<file path="src/hdl/afd_pkg.sv">
// Package for the ATM frame discard admission block.
// Holds widths, operation codes, register indexes and the shared structs.
// Used by every other file of the block; depends on nothing.
`timescale 1ns / 1ps

package afd_pkg;

  // Field widths fixed by the cell format and the register map.
  localparam int unsigned OP_W        = 2;
  localparam int unsigned CHAN_W      = 8;
  localparam int unsigned CHAN_SPAN   = 2 ** CHAN_W;
  localparam int unsigned CHAN_CMP_W  = 17;
  localparam int unsigned THR_W       = 11;
  localparam int unsigned QLEN_W      = 11;
  localparam int unsigned CNT_W       = 32;
  localparam int unsigned CFG_INDEX_W = 2;
  localparam int unsigned CFG_DATA_W  = 11;

  // Defaults for the top-level parameters.
  localparam int unsigned BUFFER_CELLS_DEF = 1024;
  localparam int unsigned CHANNELS_DEF     = 256;

  // Command queue between front and back; the depth must be a power of two.
  localparam int unsigned QUEUE_DEPTH = 4;
  localparam int unsigned QPTR_W      = $clog2(QUEUE_DEPTH);
  localparam int unsigned QCNT_W      = $clog2(QUEUE_DEPTH + 1);

  // Register indexes and reset values.
  localparam logic [CFG_INDEX_W-1:0] REG_EARLY_DISCARD = CFG_INDEX_W'(0);
  localparam logic [CFG_INDEX_W-1:0] REG_LOW_PRIORITY  = CFG_INDEX_W'(1);
  localparam logic [THR_W-1:0]       EDT_RESET         = THR_W'(600);
  localparam logic [THR_W-1:0]       LPT_RESET         = THR_W'(100);

  typedef enum logic [OP_W-1:0] {
    OP_AAL5   = 2'd0,
    OP_OTHER  = 2'd1,
    OP_DEPART = 2'd2,
    OP_STATS  = 2'd3
  } op_t;

  // Classified transaction handed from the front to the back.
  typedef struct packed {
    op_t               op;
    logic              bad_channel;
    logic [CHAN_W-1:0] channel;
    logic              clp;
    logic              eof;
    logic              red;
  } cmd_t;

  // One channel row of the state memory.
  typedef struct packed {
    logic             start;
    logic             accept;
    logic [CNT_W-1:0] rx;
    logic [CNT_W-1:0] rx_high;
    logic [CNT_W-1:0] lost;
    logic [CNT_W-1:0] lost_high;
    logic [CNT_W-1:0] served;
  } row_t;

  localparam row_t ROW_RESET = '{start: 1'b1, accept: 1'b0, rx: '0, rx_high: '0,
                                 lost: '0, lost_high: '0, served: '0};

  typedef struct packed {
    logic [THR_W-1:0] early_discard_threshold;
    logic [THR_W-1:0] low_priority_threshold;
  } cfg_t;

endpackage

</file>
<file path="src/hdl/afd_queue.sv">
// Short command queue that decouples the front from the back.
// Depends on afd_pkg for the command type and queue depth.
`timescale 1ns / 1ps

module afd_queue
  import afd_pkg::*;
(
  input  logic clk,
  input  logic rst,
  input  logic push_valid,
  input  cmd_t push_cmd,
  output logic push_ready,
  output logic pop_valid,
  output cmd_t pop_cmd,
  input  logic pop
);

  cmd_t              slots [QUEUE_DEPTH];
  logic [QPTR_W-1:0] wr_ptr;
  logic [QPTR_W-1:0] rd_ptr;
  logic [QCNT_W-1:0] count;
  logic              do_push;
  logic              do_pop;

  assign push_ready = (count != QCNT_W'(QUEUE_DEPTH));
  assign pop_valid  = (count != '0);
  assign pop_cmd    = slots[rd_ptr];
  assign do_push    = push_valid && push_ready;
  assign do_pop     = pop && pop_valid;

  // Pointers wrap naturally because the depth is a power of two.
  always_ff @(posedge clk) begin
    if (rst) begin
      wr_ptr <= '0;
      rd_ptr <= '0;
      count  <= '0;
    end else begin
      if (do_push) begin
        wr_ptr <= wr_ptr + 1'b1;
      end
      if (do_pop) begin
        rd_ptr <= rd_ptr + 1'b1;
      end
      if (do_push && !do_pop) begin
        count <= count + 1'b1;
      end else if (do_pop && !do_push) begin
        count <= count - 1'b1;
      end
    end
  end

  always_ff @(posedge clk) begin
    if (do_push) begin
      slots[wr_ptr] <= push_cmd;
    end
  end

endmodule

</file>
<file path="config.mk">
export PLATFORM = sky130hd
export DESIGN_NAME = afd_queue
export DESIGN_NICKNAME = d
export VERILOG_FILES = /design/src/hdl/afd_pkg.sv /design/src/hdl/afd_queue.sv
export SDC_FILE = /design/constraint.sdc
export NUM_CORES = 1
export LEC_CHECK = 0
export ABC_AREA = 1
export BUFFER_PORTS_ARGS = -buffer_cell sky130_fd_sc_hd__buf_2
export CORE_MARGIN = 10
export CORE_UTILIZATION = 30
export CTS_BUF_LIST = sky130_fd_sc_hd__clkbuf_16
export DETAILED_ROUTE_END_ITERATION = 12
export GPL_TIMING_DRIVEN = 0
export PLACE_DENSITY = 0.59
export REMOVE_ABC_BUFFERS = 1
export SYNTH_ARGS = -nofsm -noshare
export SYNTH_HDL_FRONTEND = slang
export SYNTH_SLANG_ARGS = --single-unit
</file>
<file path="constraint.sdc">
create_clock -name clk -period 3.8 [get_ports clk]
set_clock_uncertainty 0.05 [all_clocks]
set_input_delay 0.76 -clock clk [delete_from_list [all_inputs] [get_ports clk]]
set_output_delay 0.76 -clock clk [all_outputs]
set_load 0.1 [all_outputs]
</file>
# After elaboration in Yosys (flattened, before gate mapping)
# Memories as Yosys holds them, arrays and structs flattened. A register that Yosys moved wholly into a read port is not among the register bits.
# Index checks and enable logic that the tools add are counted.
[word_totals]
register_bits = 7
ramBits = 56
word_cells = 23
memories = 1
[memory_table]
columns = ["memory", "depth", "word_bits", "read_ports", "rd_clocked_by_memory_dff", "write_ports", "line", "source"]
rows = [
  ["slots", 4, 14, 1, 1, 1, "afd_queue.sv:18", "cmd_t slots [QUEUE_DEPTH];"],
]
[classes]
n_addsub = 4
n_eq_ne = 1
muxes = 6
reduce_logical = 8
[ops]
columns = ["operator", "n"]
rows = [
  ["$mux 3", 2],
  ["$add 2x1->2 const B", 2],
  ["$logic_and 1x1->1", 4],
  ["$mux 2", 2],
  ["$add 3x1->3 const B", 1],
  ["$ne 3x3->1 const B", 1],
  ["$reduce_bool 3->1", 1],
  ["$sub 3x1->3 const B", 1],
  ["$logic_not 1->1", 2],
  ["$mux 1", 2],
  ["$reduce_bool 2->1", 1],
]

# Longest topological paths before layout
[depth]
depth_word = 6
depth_mapped = 13

# Worst setup path before layout
# OpenSTA, ideal clock, no wires.
[synth_timing]
path_kind = "register to output"
start = "register with a tool-made name"
end = "output port pop_cmd[12] in the netlist's numbering"
arrival_ps = 2122
slack_ps = 868
path_stages_with_launch = 5
n_path_buf = 2
cell_sequence = "dfxtp_1 buf_6 buf_6 nor2_1 o22ai_1"
[synth_lines]
columns = ["element", "line", "source"]
rows = [
  ["end, declared", "afd_queue.sv:14", "output cmd_t pop_cmd,"],
]

==> results.toml <==
[logic_synthesis]
yosysWarnings = 0
yosysSeqAreaShare = 0.713
synth_area_mm2 = 0.00261
synth-compound-area-share = 0.0948
synth_top_family_by_area = "simple AND/OR/NAND/NOR gates"
synthSimpleGateAreaFrac = 0.108
avgSynthCellArea_um2 = 12.9
netlist_instances = 203
synthXorXnorAreaFrac = 0.00335
synth.mux.area_fraction = 0
synth.distinct_cells = 22
ys_ff_latch = 65
yosys.area_share.adder = 0.0316

[global_route]
grt_remaining_overflow = 0
grt_pass1_vias = 1670
track_usage = 0.0834
grt_pass1_wl_um = 8290
antenna_found_initial = 0
grt_max_degree = 30

[drt]
drc_errors = 0
routedWlPerCell_um = 14.5
dr.pass1.iters = 4
drtIter0Drc = 64
drt_wl_total_um = 5100
vias_per_cell = 4.57
drtAntennaViolNets = 0
vias = 1604

[pwr]
intPower_w = 0.00156
power_density_mw_per_mm2 = 896
sw_frac_of_total = 0.446
p_sw_w = 0.00126
power.clock.fraction = 0.281
ir_drop_mv = 0.547
p_leak_nw = 1.16
p_comb_frac = 0.381
p_seq_frac = 0.338

[place]
port-buffer-count = 33
globalplace.congestion = 0.713
dp_cells = 335
hpwl_um = 3260

[layout]
insertedDiodeCount = 0
layout_commonest_cell = "edfxtp_1"
fin_cells = 351
syn2layout_area_growth_pct = 20.5
nets = 265
final_cell_mix = "edfxtp_1 (56), nor2_1 (39), buf_2 (33)"
drive_gt1_frac = 0.244

[min_path]
worstHoldStart = "rd_ptr[0]"
worstHoldPathType = "reg2reg"

[clock_network]
clk_transition_reported_paths_ns = 0.05
cts_resized = 0
postCtsHoldBufs = 0
cts_root_buf = "clkbuf_16"
cts_sinks = 65
cts_max_path_buffers = 2
cts_buffers = 9
tritoncts = "yes"
h-tree-depth = 3
insertion_delay_ns = 0.32
post_cts_buffers = 0

[sta]
rsz0062_at_grt = "false"
final_hold_viol_count = 0
slew_headroom = 0.0990
final.min_clock_period_ns = 3.30
maxSlewViolCount = 0
setup_violations = 0
period_share = 0.868
fin_setup_tns_ns = 0
fmax_mhz = 303
worstMarginPinSlew_ns = 1.35

[critical_path]
cp.arrival_ns = 2.49
endpoint_kind = "output port"
worst_r2r_path_depth = 4
r2r_end = "slots[2][4]"
cp_slowest_cell = "dfxtp_1"
r2r_start = "count[0]"
cp.required_ns = 2.99
crit_path_max_incr_delay_ns = 1.00
ff2ff_setup_slack_ns = 1.68
crit_end = "pop_cmd[7]"
start_kind = "register"
crit_type = "reg2out"
crit_path_max_fanout = 29
crit_chain = "inv_2 > o21ai_0 > o22ai_1 > buf_2"

[die]
die_area_mm2 = 0.0128
dieWidth_um = 113
fp.dieH_um = 113
row_count = 33
start_util = 0.313
ios = 34
coreArea_mm2 = 0.00834

[job]
cap_violations = 0

[outcome]
status = "completed"
-- flip-flops by register name, indices dropped and copies added, names as in the netlist, named ones only --
register  count
slots        56
rd_ptr        2
wr_ptr        2
count         3
-- area by class of cell --
type | count | area (µm²)
Fill cell | 823 | 5190
Clock buffer | 9 | 225
Inverter | 16 | 60.1
Multi-Input combinational cell | 115 | 626
Sequential cell | 65 | 1860
Timing Repair Buffer | 34 | 173
Clock inverter | 7 | 70.1
Tap cell | 105 | 131
-- worst min-delay path by stage --
stage                endpoint  slack [ns]  depth (start not counted)
CTS                 rd_ptr[0]        0.45                          2
finish              rd_ptr[0]        0.45                          2
floorplan            register        0.41                          2
global route         register        0.47                          2
detailed placement   register        0.44                          2
global placement    rd_ptr[0]        0.43                          2
-- Yosys cell counts --
master / number / share of area
nand2_1: 10 / 0.014
nor2_4: 1 / 0.0043
edfxtp_1: 56 / 0.64
o21ai_1: 6 / 0.011
o21ai_0: 23 / 0.044
buf_4: 3 / 0.0086
xor2_1: 1 / 0.0034
o22ai_1: 14 / 0.034
inv_1: 12 / 0.017
dfxtp_1: 9 / 0.069
buf_12: 1 / 0.0077
nand3b_1: 1 / 0.0029
ha_1: 5 / 0.024
clkbuf_2: 1 / 0.0019
nand3_1: 4 / 0.0077
inv_2: 4 / 0.0057
buf_6: 2 / 0.0086
nand2_2: 1 / 0.0024
fa_1: 1 / 0.0077
a21oi_1: 3 / 0.0057
nand2_4: 4 / 0.017
nor2_1: 41 / 0.059
-- per-layer routing --
metal | track usage | up-vias | share of wire
met5 | 0 | - | 0
met4 | 0.0389 | 0 | 0.018
met3 | 0.0454 | 9 | 0.081
met2 | 0.137 | 42 | 0.48
met1 | 0.0855 | 757 | 0.42
li1 | - | 796 | -
-- critical path: cells and delay by family (launching register included) --
family          cells  cell delay [ns]
compound gates      2             0.39
flops               1             1.00
buf+inv             2             0.75
-- cells by family (layout without fill, tap and decap cells) --
group                    Yosys count  after routing
XOR/XNOR                           1              1
flip-flops                        65             65
adder cells (fa/ha/maj)            6              6
AO/OA/AOI/OAI                     46             46
AND/OR/NAND/NOR                   62             62
buffers and inverters             23             66
-- power groups by stage --
stage / Combinational [W] / Sequential (W) / Clock [W]
after floorplan: 0.000901 / 0.000943 / 0
after global placement: 0.00107 / 0.000965 / 0
after detailed placement: 0.00108 / 0.000969 / 0
after CTS: 0.00109 / 0.000954 / 0.000807
after global routing: 0.00115 / 0.000967 / 0.000837
final: 0.00107 / 0.000952 / 0.000793
-- stage by stage --
stage | instance area [µm²] | total power, W | utilization | worst slack [ns] | hold slack, ns
2_1_floorplan | 2540 | 0.00184 | - | 0.570 | 0.409
3_3_place_gp | 2840 | 0.00204 | 0.340 | 0.849 | 0.435
3_5_place_dp | 2850 | 0.00205 | 0.341 | 0.790 | 0.438
4_1_cts | 3140 | 0.00285 | 0.377 | 0.445 | 0.448
5_1_grt | 3150 | 0.00296 | 0.377 | 0.182 | 0.468
6_report | 3150 | 0.00282 | 0.377 | 0.501 | 0.448
Power figures use the tool's default switching activity.
