File: config.mk
export PLATFORM = sky130hd
export DESIGN_NAME = afd_front_flat
export DESIGN_NICKNAME = d
export VERILOG_FILES = /design/src/hdl/afd_pkg.sv /design/src/hdl/afd_in_if.sv /design/src/hdl/afd_front.sv /design/src/flat_wrapper.sv
export SDC_FILE = /design/constraint.sdc
export NUM_CORES = 1
export LEC_CHECK = 0
export ABC_AREA = 1
export ABC_CLOCK_PERIOD_IN_PS = 3400
export BUFFER_PORTS_ARGS = -buffer_cell sky130_fd_sc_hd__buf_2
export CELL_PAD_IN_SITES_DETAIL_PLACEMENT = 1
export CELL_PAD_IN_SITES_GLOBAL_PLACEMENT = 2
export CORE_AREA = 2 2 47 49
export DETAILED_ROUTE_END_ITERATION = 6
export DIE_AREA = 0 0 49 51
export GPL_ROUTABILITY_DRIVEN = 0
export PLACE_DENSITY = 0.83
export SYNTH_ARGS = -nofsm -noshare
export SYNTH_HDL_FRONTEND = slang
export SYNTH_SLANG_ARGS = --single-unit
File: constraint.sdc
create_clock -name clk -period 3.4 [get_ports clk]
set_input_delay 0.51 -clock clk [delete_from_list [all_inputs] [get_ports clk]]
set_output_delay 0.51 -clock clk [all_outputs]
set_load 0.02 [all_outputs]
File: src/hdl/afd_pkg.sv
// Package for the ATM frame discard admission block.
// Holds widths, operation codes, register indexes and the shared structs.
// Used by every other file of the block; depends on nothing.
`timescale 1ns / 1ps

package afd_pkg;

  // Field widths fixed by the cell format and the register map.
  localparam int unsigned OP_W        = 2;
  localparam int unsigned CHAN_W      = 8;
  localparam int unsigned CHAN_SPAN   = 2 ** CHAN_W;
  localparam int unsigned CHAN_CMP_W  = 17;
  localparam int unsigned THR_W       = 11;
  localparam int unsigned QLEN_W      = 11;
  localparam int unsigned CNT_W       = 32;
  localparam int unsigned CFG_INDEX_W = 2;
  localparam int unsigned CFG_DATA_W  = 11;

  // Defaults for the top-level parameters.
  localparam int unsigned BUFFER_CELLS_DEF = 1024;
  localparam int unsigned CHANNELS_DEF     = 256;

  // Command queue between front and back; the depth must be a power of two.
  localparam int unsigned QUEUE_DEPTH = 4;
  localparam int unsigned QPTR_W      = $clog2(QUEUE_DEPTH);
  localparam int unsigned QCNT_W      = $clog2(QUEUE_DEPTH + 1);

  // Register indexes and reset values.
  localparam logic [CFG_INDEX_W-1:0] REG_EARLY_DISCARD = CFG_INDEX_W'(0);
  localparam logic [CFG_INDEX_W-1:0] REG_LOW_PRIORITY  = CFG_INDEX_W'(1);
  localparam logic [THR_W-1:0]       EDT_RESET         = THR_W'(600);
  localparam logic [THR_W-1:0]       LPT_RESET         = THR_W'(100);

  typedef enum logic [OP_W-1:0] {
    OP_AAL5   = 2'd0,
    OP_OTHER  = 2'd1,
    OP_DEPART = 2'd2,
    OP_STATS  = 2'd3
  } op_t;

  // Classified transaction handed from the front to the back.
  typedef struct packed {
    op_t               op;
    logic              bad_channel;
    logic [CHAN_W-1:0] channel;
    logic              clp;
    logic              eof;
    logic              red;
  } cmd_t;

  // One channel row of the state memory.
  typedef struct packed {
    logic             start;
    logic             accept;
    logic [CNT_W-1:0] rx;
    logic [CNT_W-1:0] rx_high;
    logic [CNT_W-1:0] lost;
    logic [CNT_W-1:0] lost_high;
    logic [CNT_W-1:0] served;
  } row_t;

  localparam row_t ROW_RESET = '{start: 1'b1, accept: 1'b0, rx: '0, rx_high: '0,
                                 lost: '0, lost_high: '0, served: '0};

  typedef struct packed {
    logic [THR_W-1:0] early_discard_threshold;
    logic [THR_W-1:0] low_priority_threshold;
  } cfg_t;

endpackage

File: src/hdl/afd_in_if.sv
// Channel interface carrying arriving cell, departure and query transactions.
// Depends on afd_pkg for the field widths.
`timescale 1ns / 1ps

interface afd_in_if
  import afd_pkg::*;
();
  logic              valid;
  logic              ready;
  logic [OP_W-1:0]   operation;
  logic [CHAN_W-1:0] channel;
  logic              cell_loss_priority;
  logic              end_of_frame;
  logic              red_early_drop;

  modport source (output valid, operation, channel, cell_loss_priority, end_of_frame,
                  red_early_drop, input ready);
  modport sink (input valid, operation, channel, cell_loss_priority, end_of_frame,
                red_early_drop, output ready);
endinterface

File: src/hdl/afd_front.sv
// Front stage: accepts input transactions and classifies them into commands.
// Depends on afd_pkg and afd_in_if.
`timescale 1ns / 1ps

module afd_front
  import afd_pkg::*;
#(
  parameter int unsigned CHANNELS = CHANNELS_DEF
) (
  input  logic     clk,
  input  logic     rst,
  afd_in_if.sink   item,
  output logic     push_valid,
  output cmd_t     push_cmd,
  input  logic     push_ready
);

  localparam logic [CHAN_CMP_W-1:0] CHAN_LIMIT = CHAN_CMP_W'(CHANNELS);

  logic [CHAN_CMP_W-1:0] ch_wide;
  cmd_t                  cmd;

  // The stage register frees up whenever its command moves into the queue.
  assign item.ready = !push_valid || push_ready;

  // Decode the operation and check the channel against the table size.
  assign ch_wide = CHAN_CMP_W'(item.channel);
  always_comb begin
    cmd.op          = op_t'(item.operation);
    cmd.bad_channel = (ch_wide >= CHAN_LIMIT);
    cmd.channel     = item.channel;
    cmd.clp         = item.cell_loss_priority;
    cmd.eof         = item.end_of_frame;
    cmd.red         = item.red_early_drop;
  end

  always_ff @(posedge clk) begin
    if (rst) begin
      push_valid <= 1'b0;
    end else if (item.ready) begin
      push_valid <= item.valid;
    end
  end

  always_ff @(posedge clk) begin
    if (item.valid && item.ready) begin
      push_cmd <= cmd;
    end
  end

endmodule

File: src/flat_wrapper.sv
// flat-port wrapper written by rule: the top's interface ports become plain ports
module afd_front_flat import afd_pkg::*;
#(
  parameter int unsigned CHANNELS = CHANNELS_DEF
)
  (clk, rst, push_valid, push_cmd, push_ready, item_valid, item_operation, item_channel, item_cell_loss_priority, item_end_of_frame, item_red_early_drop, item_ready);
  afd_in_if item_i ();
  input  logic clk;
  input  logic rst;
  output logic push_valid;
  output cmd_t push_cmd;
  input  logic push_ready;
  input wire logic [$bits(item_i.valid)-1:0] item_valid;
  input wire logic [$bits(item_i.operation)-1:0] item_operation;
  input wire logic [$bits(item_i.channel)-1:0] item_channel;
  input wire logic [$bits(item_i.cell_loss_priority)-1:0] item_cell_loss_priority;
  input wire logic [$bits(item_i.end_of_frame)-1:0] item_end_of_frame;
  input wire logic [$bits(item_i.red_early_drop)-1:0] item_red_early_drop;
  output wire logic [$bits(item_i.ready)-1:0] item_ready;
  assign item_i.valid = item_valid;
  assign item_i.operation = item_operation;
  assign item_i.channel = item_channel;
  assign item_i.cell_loss_priority = item_cell_loss_priority;
  assign item_i.end_of_frame = item_end_of_frame;
  assign item_i.red_early_drop = item_red_early_drop;
  assign item_ready = item_i.ready;
  afd_front #(.CHANNELS(CHANNELS)) u_core (.clk(clk), .rst(rst), .item(item_i), .push_valid(push_valid), .push_cmd(push_cmd), .push_ready(push_ready));
endmodule
; Yosys cells after proc, flatten, opt, wreduce, memory -nomap -nowiden
; Cells that the tools add are included.
[totals]
ff_bits = 15
in_bits = 17
word_cells = 11
[classes]
magnitude_cmp = 1
reduce_logical = 3
[op_table]
columns = operator, count
row1 = greater-or-equal comparator 8 x 9 -> 1 bit (second input constant), 1
row2 = logical AND 1 bit, 1
row3 = zero test 1 bit, 1
row4 = logical OR 1 bit, 1

; Longest topological paths before layout
[logic_depth]
ltp_word = 3
ltp_mapped = 3
ltp_nobuf = 3

; Least setup slack after synthesis
; Ideal clock, no wire load.
[synth_path]
kind = input to register
from = input port item_valid
to = register, netlist name u_core.push_cmd[0]
setup_ns = 0.387
arrival_time_ns = 1.235
required_ns = 3.013
path_slack_ns = 1.778
stages = 2
n_path_buf = 0
path_cell_list = inv_1 a21oi_1
[synth_between]
elab_chain_cells = 1
[synth_rtl]
columns = element, line_no
row1 = start: declaration, flat_wrapper.sv:13  ; input wire logic [$bits(item_i.valid)-1:0] item_valid;
row2 = logical AND 1 bit, afd_front.sv:46  ; if (item.valid && item.ready) begin
; Every way passes these cells.
; A chain may end at the register's enable or synchronous reset.

; Worst setup path in the final report
[layout_path]
from = input port push_ready
to = output port item_ready
[layout_between]
elab_chain_cells = 1
[layout_rtl]
columns = element, line_no
row1 = start: declaration, flat_wrapper.sv:12  ; input logic push_ready;
row2 = logical OR 1 bit, afd_front.sv:24  ; assign item.ready = !push_valid || push_ready;
row3 = end: declaration, flat_wrapper.sv:19  ; output wire logic [$bits(item_i.ready)-1:0] item_ready;
; Every way passes these cells.

==> qor_table.md <==
| Item | Reported | Unit |
|:---|:---|:---|
| Highest routed metal layer | met3 | - |
| Fin crit share | 0.406 | - |
| Die Ht | 51 | um |
| Buffer depth of the longest clock path | 2 | - |
| Aggregate global-route resource usage | 0.0728 | - |
| Antenna violations before repair | 0 | - |
| Global-route wire length before repair | 1.33 | mm |
| Tmin final | 1.38 | ns |
| Number of iterations in the first detailed-routing pass | 4 | - |
| Final setup TNS | 0 | ns |
| CTS Root Cell | sky130_fd_sc_hd__clkbuf_4 | - |
| Initial Utilization | 0.218 | - |
| Drc violations | 0 | - |
| Warnings, synthesis | 0 | - |
| Clock Latency Late Sink | 0.27 | ns |
| Boundary pin count | 33 | - |
| Area post-placement | 639 | um^2 |
| Post-synthesis cell count | 21 | - |
| Total number of vias | 301 | - |
| Hold path cells | 2 | - |
| Placeable core region | 2060 | um^2 |
| Top_reg_cell synth | sky130_fd_sc_hd__edfxtp_1 | - |
| Remaining Overflow, GRT | 0 | - |
| Count of input and output buffers | 31 | - |
| Total nets after synthesis | 38 | - |
| Share of the yosys chip area belonging to registers | 0.914 | - |
| Worst setup path class | input port to output pin | - |
| Data arrival time of the worst path | 0.87 | ns |
| Drt initial violations | 5 | - |
| Syn_area_per_cell | 21.4 | um^2 |
| Routed Antenna Nets | 0 | - |
| Final wirelength | 902 | um |
| Number of buffers inserted for hold repair after clock tree synthesis | 0 | - |
| Routed WL per cell | 10.7 | um |
| FP Rows | 17 | - |
| PnR Total Power | 335 | uW |
| Cell with the most instances after synthesis | sky130_fd_sc_hd__edfxtp_1 | - |
| CTS Buf Count | 3 | - |
| Setup repair bufs after CTS | 0 | - |
| Layout overhead on the synthesized area | 48.2 | % |
| Count of final max-slew check failures | 0 | - |
| Synth Cell Area | 449 | um^2 |
| Fraction of layout instances using a drive strength above 1 | 0.679 | - |
| Run status | finished, final reports clean | - |
| Startpoint types | input port | - |
| Cell depth of the worst flop-to-flop path | 2 | - |
| Routed met2 length | 430 | um |
| Achievable frequency | 725 | MHz |
| Setup repair after global routing missed its margin | false | - |
| Leakage | 0.293 | nW |
| Number of nets in the layout | 74 | - |
| FFs w/ async S/R, synth | 0 | - |
| Number of synthesized register bits | 14 | - |
| Post-route design area | 666 | um^2 |
| Pin count of the biggest net entering global routing | 14 | - |
| Final setup viols | 0 | - |
| Worst Skew | 0.00607 | ns |
| Path type of the worst min-delay path | input port to flop | - |
| Number of enable flip-flop cells after synthesis | 13 | - |
| Sort of element at the end of the critical path | output pin | - |
| Via count of the first global-routing pass | 269 | - |
| Max_cap viols | 0 | - |
| Routed wire length on met3 | 117 | um |
| Worst vdd rail ir drop | 0.197 | mV |
| Ratio of total power to cell area | 504 | nW/um^2 |
| Number of inserted diodes | 0 | - |
| CP max FO | 2 | - |
| CTS Sinks | 14 | - |
| Clock-pin slew of the registers on the worst-case setup and hold paths | 0.07 | ns |
| Library cell occupying the most area in the post-synthesis netlist | sky130_fd_sc_hd__edfxtp_1 | - |
| Critical Path RT | 2.89 | ns |
| Top post-synthesis cells by area | sky130_fd_sc_hd__edfxtp_1 87%, sky130_fd_sc_hd__dfxtp_1 4.5%, sky130_fd_sc_hd__a21oi_2 1.9% | - |
| Number of distinct library cells after synthesis | 9 | - |
| Wire length the detailed router placed on met1 | 354 | um |
| Die Outline Area | 2500 | um^2 |
| Post-cts gate resize count | 0 | - |
| Number of hold violations in the final report | 0 | - |
| Width of the chip | 49 | um |
| # H-tree levels | 1 | - |
| Clock tree from TritonCTS | yes | - |
| Via/cell ratio | 3.58 | - |
| Area share of the leading cell type in the synthesized netlist | 0.869 | - |
[area by class of cell]
cell class	count	area, um^2
Fill cell	242	1400
Sequential cell	14	410
Timing Repair Buffer	32	163
Tap cell	28	35.0
Clock buffer	4	26.3
Multi-Input combinational cell	4	23.8
Inverter	2	7.51
[stage by stage]
| step | util | hold WS [ns] | setup WS (ns) | instances |
|---|---|---|---|---|
| after floorplan | - | 0.572 | 1.78 | 21 |
| after global placement | 0.310 | 0.481 | 2.02 | 80 |
| after detailed placement | 0.310 | 0.488 | 2.02 | 80 |
| after CTS | 0.323 | 0.393 | 2.01 | 84 |
| after global routing | 0.323 | 0.387 | 1.98 | 84 |
| final | 0.323 | 0.399 | 2.02 | 84 |
[cell families (layout without fill, tap and decap cells)]
logic type | Yosys count | after routing | synth area share
buffers and inverters | 3 | 38 | 0.0334
flip-flops | 14 | 14 | 0.914
AND/OR/NAND/NOR | 1 | 1 | 0.0139
other | 1 | 1 | 0.00835
AO/OA/AOI/OAI | 2 | 2 | 0.0306
[metal layers]
| metal | up-vias | global-route usage |
|---|---|---|
| li1 | 143 | - |
| met1 | 136 | 0.0824 |
| met2 | 22 | 0.121 |
| met3 | 0 | 0.0409 |
| met4 | 0 | 0.0143 |
| met5 | - | 0 |
[power breakdown]
| group | leakage, nW | switching (mW) | internal (mW) |
|---|---|---|---|
| Sequential | 0.134 | 0.00244 | 0.200 |
| Clock | 0.0150 | 0.0475 | 0.0453 |
| Combinational | 0.144 | 0.0253 | 0.0150 |
[state kept, by name, indices dropped and copies added (netlist names)]
name and cells:
u_core.push_cmd 13, u_core.push_valid 1
[cell usage in the layout, fill, tap and decap left out, drive strengths merged]
| cell type | count |
|---|---|
| a21oi | 2 |
| edfxtp | 13 |
| buf | 32 |
| dfxtp | 1 |
| inv | 2 |
| conb | 1 |
| nand2 | 1 |
| clkbuf | 4 |
[critical path, cell delays in order]
cell	delay (ns)
sky130_fd_sc_hd__buf_2	0.10
sky130_fd_sc_hd__inv_2	0.05
sky130_fd_sc_hd__nand2_2	0.05
sky130_fd_sc_hd__buf_2	0.16
[final timing paths]
path / from / slack (ns) / endpoint
worst max register to register: u_core.push_valid / 2.40 / u_core.push_cmd[12]
worst min register to register: u_core.push_valid / 0.49 / u_core.push_valid
worst min-delay path: rst / 0.40 / u_core.push_valid
worst max-delay path: push_ready / 2.02 / item_ready
Power figures use the tool's default switching activity.
